## src/rtl/core/asoc_pkg.sv

```systemverilog
// ----------------------------------------------------------------------------
// asoc_pkg
// shared types and constants of the airspeed offset calibration core
// ----------------------------------------------------------------------------
package asoc_pkg;

    localparam int WINDOW_LEN_DEF  = 10;
    localparam int SKIP_COUNT_DEF  = 40;
    localparam int CALIB_COUNT_DEF = 60;

    localparam int SAMPLE_W = 16;
    localparam int SPEED_W  = 18;
    localparam int SCALE_W  = 10;
    localparam int ROOT_W   = 16;
    localparam int RAD_W    = 32;
    localparam int REM_W    = 18;
    localparam int STEP_W   = 4;
    localparam int PROD_W   = SCALE_W + ROOT_W;
    localparam int FRAC_W   = 8;

    localparam int APB_ADDR_W = 4;
    localparam int APB_DATA_W = 32;

    localparam logic [SCALE_W-1:0]  SPEED_SCALE_RST = 10'd461;
    localparam logic [SPEED_W-1:0]  SPEED_BIAS_RST  = 18'd0;
    localparam logic [SAMPLE_W-1:0] OFFSET_MIN_RST  = 16'd1550;
    localparam logic [SAMPLE_W-1:0] OFFSET_MAX_RST  = 16'd1750;

    typedef enum logic [1:0]
    {
        REG_SPEED_SCALE = 2'd0,
        REG_SPEED_BIAS  = 2'd1,
        REG_OFFSET_MIN  = 2'd2,
        REG_OFFSET_MAX  = 2'd3
    } reg_idx_t;

    typedef struct packed
    {
        logic                bus_idle;
        logic [SAMPLE_W-1:0] raw_sample;
    } sample_t;

    typedef struct packed
    {
        logic [SPEED_W-1:0] airspeed;
        logic               sample_ok;
        logic               calibrated;
    } result_t;

    typedef enum logic [3:0]
    {
        ST_IDLE,
        ST_CALIB,
        ST_OFFSET,
        ST_PREP,
        ST_SQRT,
        ST_MUL,
        ST_BIAS,
        ST_ACC,
        ST_AVG,
        ST_OUT
    } state_t;

endpackage

```

## src/rtl/core/asoc_ram.sv

```systemverilog
// ----------------------------------------------------------------------------
// asoc_ram
// generic single-port-write, registered-read ram
// ----------------------------------------------------------------------------
module asoc_ram
#(
    parameter int WIDTH = 18,
    parameter int DEPTH = 10,
    parameter int AW    = (DEPTH > 1) ? $clog2(DEPTH) : 1
)
(
    input  logic             clk,
    input  logic             we,
    input  logic [AW-1:0]    waddr,
    input  logic [WIDTH-1:0] wdata,
    input  logic             re,
    input  logic [AW-1:0]    raddr,
    output logic [WIDTH-1:0] rdata
);

    logic [WIDTH-1:0] mem [DEPTH];
    logic [WIDTH-1:0] rdata_reg;

    always_ff @(posedge clk)
    begin
        if (we)
        begin
            mem[waddr] <= wdata;
        end
        if (re)
        begin
            rdata_reg <= mem[raddr];
        end
    end

    assign rdata = rdata_reg;

endmodule

```

## src/rtl/core/airspeed_offset_calib_sqrt_average_core.sv

```systemverilog
// ----------------------------------------------------------------------------
// airspeed_offset_calib_sqrt_average_core
// pressure sample to airspeed with zero-offset calibration and moving average
// ----------------------------------------------------------------------------
//  channel   ports                                   direction
//  sample    sample_valid, sample_stall, sample      in
//  result    result_valid, result_stall, result      out
//  config    psel, penable, pwrite, paddr, pwdata,   apb slave
//            prdata, pready
//
//  one transaction at a time; a converted sample runs the 16-step square
//  root between accept and result (the calibrating sample also the offset
//  step), samples that skip the root do not, invalid samples go to output
//  the window lives in a ram with per-entry valid bits cleared at reset
//  a stalled result is held while the core waits; a new sample is taken
//  as soon as the previous result is in the output register
// ----------------------------------------------------------------------------
module airspeed_offset_calib_sqrt_average_core
#(
    parameter int WINDOW_LEN  = asoc_pkg::WINDOW_LEN_DEF,
    parameter int SKIP_COUNT  = asoc_pkg::SKIP_COUNT_DEF,
    parameter int CALIB_COUNT = asoc_pkg::CALIB_COUNT_DEF
)
(
    input  logic                                clk,
    input  logic                                rst_n,
    input  logic                                sample_valid,
    output logic                                sample_stall,
    input  asoc_pkg::sample_t                   sample,
    output logic                                result_valid,
    input  logic                                result_stall,
    output asoc_pkg::result_t                   result,
    input  logic                                psel,
    input  logic                                penable,
    input  logic                                pwrite,
    input  logic [asoc_pkg::APB_ADDR_W-1:0]     paddr,
    input  logic [asoc_pkg::APB_DATA_W-1:0]     pwdata,
    output logic [asoc_pkg::APB_DATA_W-1:0]     prdata,
    output logic                                pready
);

    localparam int SW   = asoc_pkg::SAMPLE_W;
    localparam int VW   = asoc_pkg::SPEED_W;
    localparam int PW   = (WINDOW_LEN > 1) ? $clog2(WINDOW_LEN) : 1;
    localparam int TW   = $clog2(WINDOW_LEN * ((1 << VW) - 1) + 1);
    localparam int WSH  = TW + $clog2(WINDOW_LEN);
    localparam int WPW  = 2 * TW + 2;
    localparam longint WMUL_L = ((64'd1 << WSH) + WINDOW_LEN - 1) / WINDOW_LEN;
    localparam logic [TW+1:0] WMUL = (TW+2)'(WMUL_L);
    localparam int CSW  = $clog2(CALIB_COUNT * ((1 << SW) - 1) + 1);
    localparam int CSH  = CSW + $clog2(CALIB_COUNT);
    localparam int CPW  = 2 * CSW + 2;
    localparam longint CMUL_L = ((64'd1 << CSH) + CALIB_COUNT - 1) / CALIB_COUNT;
    localparam logic [CSW+1:0] CMUL = (CSW+2)'(CMUL_L);
    localparam int CDW  = $clog2(SKIP_COUNT + CALIB_COUNT + 1);
    localparam logic [CDW-1:0] CD_RST = CDW'(SKIP_COUNT + CALIB_COUNT);
    localparam logic [CDW-1:0] CD_SUM = CDW'(CALIB_COUNT);
    localparam logic [PW-1:0]  POS_LAST = PW'(WINDOW_LEN - 1);
    localparam logic [asoc_pkg::STEP_W-1:0] STEP_LAST = asoc_pkg::STEP_W'(asoc_pkg::ROOT_W - 1);

    asoc_pkg::state_t state_reg;
    asoc_pkg::state_t state_next;

    logic [asoc_pkg::SCALE_W-1:0] speed_scale_reg;
    logic [VW-1:0]                speed_bias_reg;
    logic [SW-1:0]                offset_min_reg;
    logic [SW-1:0]                offset_max_reg;

    logic [CDW-1:0]        countdown_reg;
    logic [CSW-1:0]        calib_sum_reg;
    logic [SW-1:0]         zero_offset_reg;
    logic                  offset_done_reg;
    logic [PW-1:0]         pos_reg;
    logic [TW-1:0]         total_reg;
    logic [WINDOW_LEN-1:0] win_valid_reg;

    asoc_pkg::result_t result_reg;
    logic              result_valid_reg;

    logic                              item_ok_reg;
    logic [SW-1:0]                     raw_reg;
    logic [CPW-1:0]                    cprod_reg;
    logic [asoc_pkg::RAD_W-1:0]        rad_reg;
    logic [asoc_pkg::REM_W-1:0]        rem_reg;
    logic [asoc_pkg::ROOT_W-1:0]       root_reg;
    logic [asoc_pkg::STEP_W-1:0]       step_reg;
    logic [asoc_pkg::PROD_W-1:0]       sprod_reg;
    logic [VW-1:0]                     speed_reg;
    logic [WPW-1:0]                    wprod_reg;

    logic                              accept;
    logic                              item_ok;
    logic                              cfg_write;
    asoc_pkg::reg_idx_t                cfg_idx;
    logic [CDW-1:0]                    cd_dec;
    logic                              calib_hit;
    logic [SW-1:0]                     mean;
    logic [SW-1:0]                     off_lo;
    logic [SW-1:0]                     off_cl;
    logic [asoc_pkg::REM_W+1:0]        rem_sh;
    logic [asoc_pkg::REM_W+1:0]        trial;
    logic                              root_bit;
    logic [VW-1:0]                     scaled;
    logic [VW-1:0]                     ram_rdata;
    logic [VW-1:0]                     old_speed;
    logic [TW-1:0]                     total_new;
    logic [PW-1:0]                     pos_inc;
    logic                              out_load;
    logic                              ram_we;

    assign accept    = sample_valid && !sample_stall;
    assign item_ok   = sample.bus_idle && (sample.raw_sample != '0);
    assign cfg_write = psel && penable && pwrite && pready;
    assign cfg_idx   = asoc_pkg::reg_idx_t'(paddr[3:2]);
    assign pready    = 1'b1;

    assign cd_dec    = (countdown_reg != '0) ? countdown_reg - CDW'(1) : '0;
    assign calib_hit = !offset_done_reg && (cd_dec == '0);
    assign mean      = cprod_reg[CSH +: SW];
    assign off_lo    = (mean < offset_min_reg) ? offset_min_reg : mean;
    assign off_cl    = (off_lo > offset_max_reg) ? offset_max_reg : off_lo;

    assign rem_sh    = {rem_reg, rad_reg[asoc_pkg::RAD_W-1 -: 2]};
    assign trial     = {2'b00, root_reg, 2'b01};
    assign root_bit  = (rem_sh >= trial);

    assign scaled    = sprod_reg[asoc_pkg::FRAC_W +: VW];

    assign old_speed = win_valid_reg[pos_reg] ? ram_rdata : '0;
    assign total_new = total_reg - TW'(old_speed) + TW'(speed_reg);
    assign pos_inc   = (pos_reg == POS_LAST) ? '0 : pos_reg + PW'(1);

    asoc_ram
    #(
        .WIDTH (VW),
        .DEPTH (WINDOW_LEN),
        .AW    (PW)
    )
    u_window_ram
    (
        .clk   (clk),
        .we    (ram_we),
        .waddr (pos_reg),
        .wdata (speed_reg),
        .re    (accept),
        .raddr (pos_reg),
        .rdata (ram_rdata)
    );

    // register read back
    always_comb
    begin
        prdata = '0;
        unique case (cfg_idx)
            asoc_pkg::REG_SPEED_SCALE: prdata = asoc_pkg::APB_DATA_W'(speed_scale_reg);
            asoc_pkg::REG_SPEED_BIAS:  prdata = asoc_pkg::APB_DATA_W'(speed_bias_reg);
            asoc_pkg::REG_OFFSET_MIN:  prdata = asoc_pkg::APB_DATA_W'(offset_min_reg);
            asoc_pkg::REG_OFFSET_MAX:  prdata = asoc_pkg::APB_DATA_W'(offset_max_reg);
        endcase
    end

    always_ff @(posedge clk or negedge rst_n)
    begin
        if (!rst_n)
        begin
            speed_scale_reg <= asoc_pkg::SPEED_SCALE_RST;
            speed_bias_reg  <= asoc_pkg::SPEED_BIAS_RST;
            offset_min_reg  <= asoc_pkg::OFFSET_MIN_RST;
            offset_max_reg  <= asoc_pkg::OFFSET_MAX_RST;
        end
        else if (cfg_write)
        begin
            unique case (cfg_idx)
                asoc_pkg::REG_SPEED_SCALE: speed_scale_reg <= pwdata[asoc_pkg::SCALE_W-1:0];
                asoc_pkg::REG_SPEED_BIAS:  speed_bias_reg  <= pwdata[VW-1:0];
                asoc_pkg::REG_OFFSET_MIN:  offset_min_reg  <= pwdata[SW-1:0];
                asoc_pkg::REG_OFFSET_MAX:  offset_max_reg  <= pwdata[SW-1:0];
            endcase
        end
    end

    always_ff @(posedge clk or negedge rst_n)
    begin
        if (!rst_n)
        begin
            state_reg <= asoc_pkg::ST_IDLE;
        end
        else
        begin
            state_reg <= state_next;
        end
    end

    always_comb
    begin
        state_next   = state_reg;
        sample_stall = 1'b1;
        out_load     = 1'b0;
        ram_we       = 1'b0;
        unique case (state_reg)
            asoc_pkg::ST_IDLE:
            begin
                sample_stall = 1'b0;
                if (sample_valid)
                begin
                    state_next = item_ok ? asoc_pkg::ST_CALIB : asoc_pkg::ST_OUT;
                end
            end
            asoc_pkg::ST_CALIB:
            begin
                state_next = calib_hit ? asoc_pkg::ST_OFFSET : asoc_pkg::ST_PREP;
            end
            asoc_pkg::ST_OFFSET:
            begin
                state_next = asoc_pkg::ST_PREP;
            end
            asoc_pkg::ST_PREP:
            begin
                if (offset_done_reg && (raw_reg > zero_offset_reg))
                begin
                    state_next = asoc_pkg::ST_SQRT;
                end
                else
                begin
                    state_next = asoc_pkg::ST_ACC;
                end
            end
            asoc_pkg::ST_SQRT:
            begin
                if (step_reg == STEP_LAST)
                begin
                    state_next = asoc_pkg::ST_MUL;
                end
            end
            asoc_pkg::ST_MUL:
            begin
                state_next = asoc_pkg::ST_BIAS;
            end
            asoc_pkg::ST_BIAS:
            begin
                state_next = asoc_pkg::ST_ACC;
            end
            asoc_pkg::ST_ACC:
            begin
                ram_we     = 1'b1;
                state_next = asoc_pkg::ST_AVG;
            end
            asoc_pkg::ST_AVG:
            begin
                state_next = asoc_pkg::ST_OUT;
            end
            asoc_pkg::ST_OUT:
            begin
                if (!result_valid_reg || !result_stall)
                begin
                    out_load   = 1'b1;
                    state_next = asoc_pkg::ST_IDLE;
                end
            end
            default:
            begin
                state_next = asoc_pkg::ST_IDLE;
            end
        endcase
    end

    // calibration and window state
    always_ff @(posedge clk or negedge rst_n)
    begin
        if (!rst_n)
        begin
            countdown_reg   <= CD_RST;
            calib_sum_reg   <= '0;
            zero_offset_reg <= '0;
            offset_done_reg <= 1'b0;
            pos_reg         <= '0;
            total_reg       <= '0;
            win_valid_reg   <= '0;
        end
        else
        begin
            if ((state_reg == asoc_pkg::ST_CALIB) && !offset_done_reg)
            begin
                countdown_reg <= cd_dec;
                if (!calib_hit && (cd_dec <= CD_SUM))
                begin
                    calib_sum_reg <= calib_sum_reg + CSW'(raw_reg);
                end
            end
            if (state_reg == asoc_pkg::ST_OFFSET)
            begin
                zero_offset_reg <= off_cl;
                offset_done_reg <= 1'b1;
            end
            if (state_reg == asoc_pkg::ST_ACC)
            begin
                total_reg              <= total_new;
                pos_reg                <= pos_inc;
                win_valid_reg[pos_reg] <= 1'b1;
            end
        end
    end

    // datapath
    always_ff @(posedge clk)
    begin
        if (accept)
        begin
            item_ok_reg <= item_ok;
            raw_reg     <= sample.raw_sample;
        end
        if (state_reg == asoc_pkg::ST_CALIB)
        begin
            cprod_reg <= CPW'(calib_sum_reg) * CPW'(CMUL);
        end
        if (state_reg == asoc_pkg::ST_PREP)
        begin
            rad_reg   <= {raw_reg - zero_offset_reg, {(asoc_pkg::RAD_W - SW){1'b0}}};
            rem_reg   <= '0;
            root_reg  <= '0;
            step_reg  <= '0;
            speed_reg <= '0;
        end
        if (state_reg == asoc_pkg::ST_SQRT)
        begin
            rad_reg  <= {rad_reg[asoc_pkg::RAD_W-3:0], 2'b00};
            rem_reg  <= root_bit ? asoc_pkg::REM_W'(rem_sh - trial)
                                 : asoc_pkg::REM_W'(rem_sh);
            root_reg <= {root_reg[asoc_pkg::ROOT_W-2:0], root_bit};
            step_reg <= step_reg + asoc_pkg::STEP_W'(1);
        end
        if (state_reg == asoc_pkg::ST_MUL)
        begin
            sprod_reg <= asoc_pkg::PROD_W'(speed_scale_reg) * asoc_pkg::PROD_W'(root_reg);
        end
        if (state_reg == asoc_pkg::ST_BIAS)
        begin
            speed_reg <= (scaled > speed_bias_reg) ? scaled - speed_bias_reg : '0;
        end
        if (state_reg == asoc_pkg::ST_AVG)
        begin
            wprod_reg <= WPW'(total_reg) * WPW'(WMUL);
        end
        if (out_load)
        begin
            result_reg.airspeed   <= item_ok_reg ? wprod_reg[WSH +: VW] : '0;
            result_reg.sample_ok  <= item_ok_reg;
            result_reg.calibrated <= offset_done_reg;
        end
    end

    always_ff @(posedge clk or negedge rst_n)
    begin
        if (!rst_n)
        begin
            result_valid_reg <= 1'b0;
        end
        else if (out_load)
        begin
            result_valid_reg <= 1'b1;
        end
        else if (!result_stall)
        begin
            result_valid_reg <= 1'b0;
        end
    end

    assign result_valid = result_valid_reg;
    assign result       = result_reg;

    a_offset_done_holds: assert property (@(posedge clk) disable iff (!rst_n)
        !$fell(offset_done_reg))
        else $error("offset_done cleared after calibration");

    a_countdown_live: assert property (@(posedge clk) disable iff (!rst_n)
        (!offset_done_reg && (state_reg != asoc_pkg::ST_OFFSET)) |-> (countdown_reg != '0))
        else $error("countdown reached zero without calibration");

    a_pos_range: assert property (@(posedge clk) disable iff (!rst_n)
        pos_reg <= POS_LAST)
        else $error("window position out of range");

    a_result_from_out: assert property (@(posedge clk) disable iff (!rst_n)
        $rose(result_valid_reg) |-> ($past(state_reg) == asoc_pkg::ST_OUT))
        else $error("result raised outside output state");

endmodule

```

## config.mk

```make
export PLATFORM = sky130hd
export DESIGN_NAME = airspeed_offset_calib_sqrt_average_core
export DESIGN_NICKNAME = d
export VERILOG_FILES = /design/src/rtl/core/asoc_pkg.sv /design/src/rtl/core/asoc_ram.sv /design/src/rtl/core/airspeed_offset_calib_sqrt_average_core.sv
export SDC_FILE = /design/constraint.sdc
export NUM_CORES = 2
export LEC_CHECK = 0
export ABC_AREA = 1
export CORE_ASPECT_RATIO = 2
export CORE_MARGIN = 2
export CORE_UTILIZATION = 35
export CTS_BUF_LIST = sky130_fd_sc_hd__clkbuf_4 sky130_fd_sc_hd__clkbuf_8
export CTS_CLUSTER_SIZE = 30
export DETAILED_ROUTE_END_ITERATION = 10
export DONT_BUFFER_PORTS = 1
export SLEW_MARGIN = 15
export SYNTH_ARGS = -nofsm -noshare
export SYNTH_HDL_FRONTEND = slang
export SYNTH_SLANG_ARGS = --single-unit
```

## constraint.sdc

```tcl
create_clock -name clk -period 11.5 [get_ports clk]
set_clock_uncertainty 0.2 [all_clocks]
set_input_delay 2.3 -clock clk [delete_from_list [all_inputs] [get_ports clk]]
set_output_delay 2.3 -clock clk [all_outputs]
set_load 0.05 [all_outputs]
```

# Yosys cells after proc, flatten, opt, wreduce, memory -nomap -nowiden
# Memories as Yosys holds them, arrays and structs flattened. A register that Yosys moved wholly into a read port is not among the register bits.
# Cells that the tools add are included.
dict set report word_totals {
  register_bits 370
  ram_bits 180
  input_bits 60
  word_cells 130
  n_memories 1
}
# memory words word_bits rd rd_ports_with_merged_regs wr line_no
set mem_list {}
lappend mem_list {u_window_ram.mem 10 18 1 1 1 asoc_ram.sv:21} ;# logic [WIDTH-1:0] mem [DEPTH];
dict set report op_classes {
  add_sub_neg 9
  multipliers 3
  n_lt_le_gt_ge 8
  eq_ne 18
  mux 36
  n_bitwise 1
  n_reduce_logical 27
}
# operator n
set op_table {}
lappend op_table {{case mux 32 bit (4 select lines)} 1}
lappend op_table {{2-to-1 mux 18 bit} 6}
lappend op_table {{multiplier 22 x 23 -> 44 bit (second input constant)} 2}
lappend op_table {{2-to-1 mux 16 bit} 4}
lappend op_table {{2-to-1 mux 32 bit} 2}
lappend op_table {{case mux 4 bit (10 select lines)} 1}
lappend op_table {{subtractor 18 bit} 2}
lappend op_table {{greater-than comparator 16 bit} 2}
lappend op_table {{2-to-1 mux 4 bit} 7}
lappend op_table {{multiplier 10 x 16 -> 26 bit} 1}
lappend op_table {{adder 22 x 16 -> 22 bit} 1}
lappend op_table {{adder 22 x 18 -> 22 bit} 1}
lappend op_table {{subtractor 22 x 18 -> 22 bit} 1}
lappend op_table {{greater-or-equal comparator 20 x 18 -> 1 bit} 1}
lappend op_table {{greater-than comparator 18 bit} 1}
lappend op_table {{== test 4 x 3 -> 1 bit (second input constant)} 4}
lappend op_table {{== test 4 bit (second input constant)} 4}
lappend op_table {{less-than comparator 16 bit} 1}
lappend op_table {{nonzero test 16 bit} 1}
lappend op_table {{subtractor 16 bit} 1}
lappend op_table {{2-to-1 mux 1 bit} 11}
lappend op_table {{OR 10 bit} 1}
lappend op_table {{AND reduction 2 bit} 5}
lappend op_table {{logical AND 1 bit} 9}
lappend op_table {{23 further kinds} 32}

# Logic depth before layout (Yosys ltp)
dict set report depth {
  word_depth 7
  ltp_mapped 29
  mapped_depth_nobuf 27
}

# By module
# Synthesis repeated with hierarchy kept, for this count alone.
dict set report hier_totals {
  hier_cells 5722
  area_unflattened_um2 46577.2
}
# module n_inst cells_each area_per_inst_um2 seq_area_each_um2
set by_module_without_submodules {}
lappend by_module_without_submodules {airspeed_offset_calib_sqrt_average_core 1 4999 38396.8 8539.4}
lappend by_module_without_submodules {asoc_ram 1 723 8180.3 5945.7}

# Worst setup path before layout
# Ideal clock, no wire load.
dict set report synth_timing {
  path_kind {input-to-output}
  start {input paddr[2] (netlist bit)}
  end {output prdata[16] (netlist bit)}
  arrival_time_ps 3576
  required_ps 9000
  setup_slack_ps 5424
  stages 5
  cell_sequence {inv_1 -> nor2_2 -> clkbuf_1 -> inv_1 -> nor2_1}
}
dict set report synth_between {
  elab_chain_cells 2
  word_cells_on_any_way 5
}
# element line_no
set synth_rtl {}
lappend synth_rtl {{start: declaration} airspeed_offset_calib_sqrt_average_core.sv:36} ;# input logic [asoc_pkg::APB_ADDR_W-1:0] paddr,
lappend synth_rtl {{== test 2 bit, or another cell as far along} airspeed_offset_calib_sqrt_average_core.sv:154} ;# unique case (cfg_idx)
lappend synth_rtl {{case mux 32 bit (4 select lines) (*)} airspeed_offset_calib_sqrt_average_core.sv:154}
lappend synth_rtl {{end: declaration} airspeed_offset_calib_sqrt_average_core.sv:38} ;# output logic [asoc_pkg::APB_DATA_W-1:0] prdata,
# Every way passes the cells marked *; elsewhere a longest branch is shown, timed or not. The select of a mux whose other input is x is not followed.

# Worst setup path in the final report
dict set report layout_timing {
  start {register total_reg[7]}
  end {register wprod_reg[43], data pin}
}
dict set report layout_between {
  elab_chain_cells 1
}
# element line_no
set layout_rtl {}
lappend layout_rtl {{start: declaration} airspeed_offset_calib_sqrt_average_core.sv:74} ;# logic [TW-1:0] total_reg;
lappend layout_rtl {{start signal: assignment} airspeed_offset_calib_sqrt_average_core.sv:297} ;# total_reg <= total_new;
lappend layout_rtl {{multiplier 22 x 23 -> 44 bit} airspeed_offset_calib_sqrt_average_core.sv:342} ;# wprod_reg <= WPW'(total_reg) * WPW'(WMUL);
lappend layout_rtl {{end signal: assignment} airspeed_offset_calib_sqrt_average_core.sv:342}
lappend layout_rtl {{end: declaration} airspeed_offset_calib_sqrt_average_core.sv:89} ;# logic [WPW-1:0] wprod_reg;
# Every way passes these cells.
# A chain may end at the register's enable or synchronous reset.

==> results by group <==
Hold path
  • Worst Hold Class: reg2reg
  • Hold Crit Start: win_valid_reg[7]
  • WHS Path Cells: 2
  • Endpoint, Worst Hold: win_valid_reg[7]

Critical path
  • Capturing point of the worst reg2reg path: wprod_reg[43]
  • R2R setup slack: 4.89 ns
  • Crit Reg-Reg Startpoint: total_reg[7]
  • CP Capture Type: register
  • WP data arrival: between 6 and 7 ns
  • CP Launch Type: register
  • CP Class: reg2reg
  • Reg2Reg Depth: 21
  • Critical Path RT: 11.78 ns
  • CP max FO: 6

Clock tree
  • Root Driver: clkbuf_8
  • CTS tree: yes
  • Post CTS Setup Buffer Count: 0
  • Clk sinks: approximately 510
  • CTS Buf Count: ~80
  • CTS Hold Bufs: 0
  • Worst-Skew Late Latency: between 0.7 and 0.8 ns
  • Clock-pin slew on the worst setup and hold paths: 0.06 ns
  • H-Tree Level Count: 3
  • Clk buf depth: 3
  • Post_cts resized: 0

Floorplan
  • DIE WIDTH: between 200 and 300 um
  • Die area: between 100000 and 150000 sq um
  • # rows: between 150 and 200
  • Initial core utilization: 35.11%
  • IO Pins: 115
  • Die height: 513.5 um
  • Core Area: about 130000 sq um

Logic synthesis
  • Main combinational cell family by area after synthesis: adder cells
  • Ranking of synthesized cells by area: edfxtp_1, fa_1, ha_1, nand2_1, inv_1
  • Number of distinct library cells after synthesis: 53
  • Post-Synth XOR/XNOR Area: 1.407%
  • Mean Syn Cell Area: around 8.4 sq um
  • Seq/Total Area, Yosys: a little under a third
  • Post-synthesis mux area share: 0%
  • Post-Syn Area: between 40000 and 50000 sq um
  • Dominant cell type by area after synthesis: edfxtp_1
  • Post-Synth Simple-Gate Area: around 19%
  • Seq cells post-synth: 506
  • Synth warn: 0
  • Synthesized instance count: 5407
  • Synth Area in Adders: approximately 29%
  • Compound-Gate Fraction of Synth Area: 8.467%
  • Area share of the largest cell type after synthesis: between 20% and 30%

STA
  • Post-route minimum period: roughly 6.6 ns
  • Final count of negative-setup-slack endpoints: 0
  • Fin crit share: a little under three fifths
  • RSZ-0062 raised after global routing: false
  • Post-route setup TNS: 0 ns
  • Final Hold Viols: 0
  • Worst Max-Slew Pin Slew: about 1.1 ns
  • Worst hold slack: around 0.26 ns
  • Worst slew margin: between 20% and 30%
  • F_max: about 0.15 GHz
  • Slew Viols, Final: 0

Cells and area
  • Most common cell after layout, fill and taps aside: nand2_1
  • FILL cells: roughly 13000
  • Commonest non-fill, non-tap cells in the layout: nand2_1, inv_1, ha_1
  • Layout Area Growth over Synthesis: 8.161%
  • Share of cells above drive strength 1: approximately 4.7%
  • Nets@finish: 6338
  • Multi-input logic area: 26640 sq um
  • Largest register FFs: 180
  • FF+latch area: approximately 14000 sq um

Placed design
  • Detailed Place HPWL: approximately 110 mm
  • Routability cong.: a little under 1
  • Port Buffers: 0

Global routing
  • Total GRT Usage: between 20% and 30%
  • Number of global-route vias before repair: about 38000
  • Met1 GRT Util: approximately 20%
  • Initial antenna violation count: 5
  • Largest net degree at the start of global routing: about 150
  • Met3 Use GR: 2.159%
  • First-pass GRT wire length: roughly 210 mm
  • Grt met2 use: around two fifths
  • Layer with the highest usage: met2
  • Grt total ovfl: 0

Detailed routing
  • Average wire per standard cell: 19.00 um
  • Vias per cell: ~5
  • Routed Antenna Nets: 0
  • Vias: 35920
  • Drt drc: 0
  • 1st-iter DRT viols: approximately 1900
  • Final WL: roughly 140 mm
  • Detailed Routing Iterations Pass 1: 6

Run
  • Max-Cap Viols: 0

Outcome
  • Status: finished clean
-- cell families (layout without fill, tap and decap cells) --
group,Yosys count,count (layout)
compound gates,682,682
xor+xnor,73,73
fa+ha+maj,855,855
buf+inv,1139,1209
flops,506,506
other cells,2,19
simple gates,2150,2150
-- synthesized netlist by cell type, drive strengths merged --
| master | count |
|---|---|
| nand2 | 1317 |
| a22oi | 72 |
| clkinv | 1 |
| a21o | 21 |
| nand2b | 3 |
| and2 | 3 |
| nand3 | 205 |
| a21boi | 7 |
| dfrtp | 126 |
| a21oi | 276 |
| o211ai | 6 |
| buf | 53 |
| o22ai | 5 |
| fa | 333 |
| xor2 | 42 |
| or2 | 10 |
| nand4 | 64 |
| xnor2 | 31 |
| nor3 | 51 |
| clkbuf | 67 |
| ha | 522 |
| nor4 | 6 |
| o31ai | 1 |
| nor3b | 3 |
| nor2 | 452 |
| edfxtp | 359 |
| o21ai | 238 |
| or3 | 18 |
| and3 | 2 |
| o221ai | 6 |
| o21a | 10 |
| o21bai | 19 |
| nand3b | 16 |
| a31oi | 9 |
| inv | 1018 |
| a32oi | 1 |
| o2111ai | 11 |
| dfstp | 21 |
| conb | 2 |
-- worst max-delay path by stage --
stage,slack [ns],start,end,depth (start not counted)
global route,4.67,total_reg[7],wprod_reg[43],21
floorplan,5.42,paddr[2],prdata[16],5
CTS,4.86,total_reg[7],wprod_reg[43],21
detailed placement,4.87,total_reg[7],wprod_reg[43],21
finish,4.89,total_reg[7],wprod_reg[43],21
global placement,4.87,total_reg[7],wprod_reg[43],21
-- worst max-delay path: stages (launching register included) --
cell and delay, ns:
dfrtp_1 0.54, ha_1 0.54, fa_1 0.62, inv_1 0.06, fa_1 0.54, inv_1 0.08, fa_1 0.54, inv_1 0.11
fa_1 0.51, inv_1 0.05, fa_1 0.45, fa_1 0.40, ha_1 0.44, nand2_1 0.12, o21ai_0 0.45, inv_1 0.08
nand2_1 0.09, nor2_1 0.04, nand2_1 0.21, nand2_1 0.11, nand3_1 0.08, nand2_1 0.08
-- stage by stage --
step,setup slack [ns],utilization (%),instances,instance area [sq um]
6_report,4.890,37.97,7195,49130
3_5_place_dp,4.867,36.62,7041,47380
4_1_cts,4.858,37.96,7191,49110
2_1_floorplan,5.424,-,5420,45480
3_3_place_gp,4.870,36.62,7041,47380
5_1_grt,4.675,37.97,7194,49130
-- area by class of cell --
class / count / area share, %
Antenna cell: 4 / 0.02037
Inverter: 1019 / 7.785
Clock buffer: 102 / 2.679
Timing Repair Buffer: 40 / 0.6188
Sequential cell: 506 / 29.48
Multi-Input combinational cell: 3775 / 54.22
Clock inverter: 48 / 0.8607
Tap cell: 1701 / 4.332
-- routing by layer --
layer  wire [um]  share of wire [%]  vias up
li1            -                  -    17412
met1       46180                 34    17241
met2       74610                 55      857
met3        4663                3.4      408
met4       11240                8.2        2
met5          11             0.0080        -
Power is left out: the tool's default activity adds up to more than one toggle a clock period on the data nets, which glitch-free logic cannot reach.
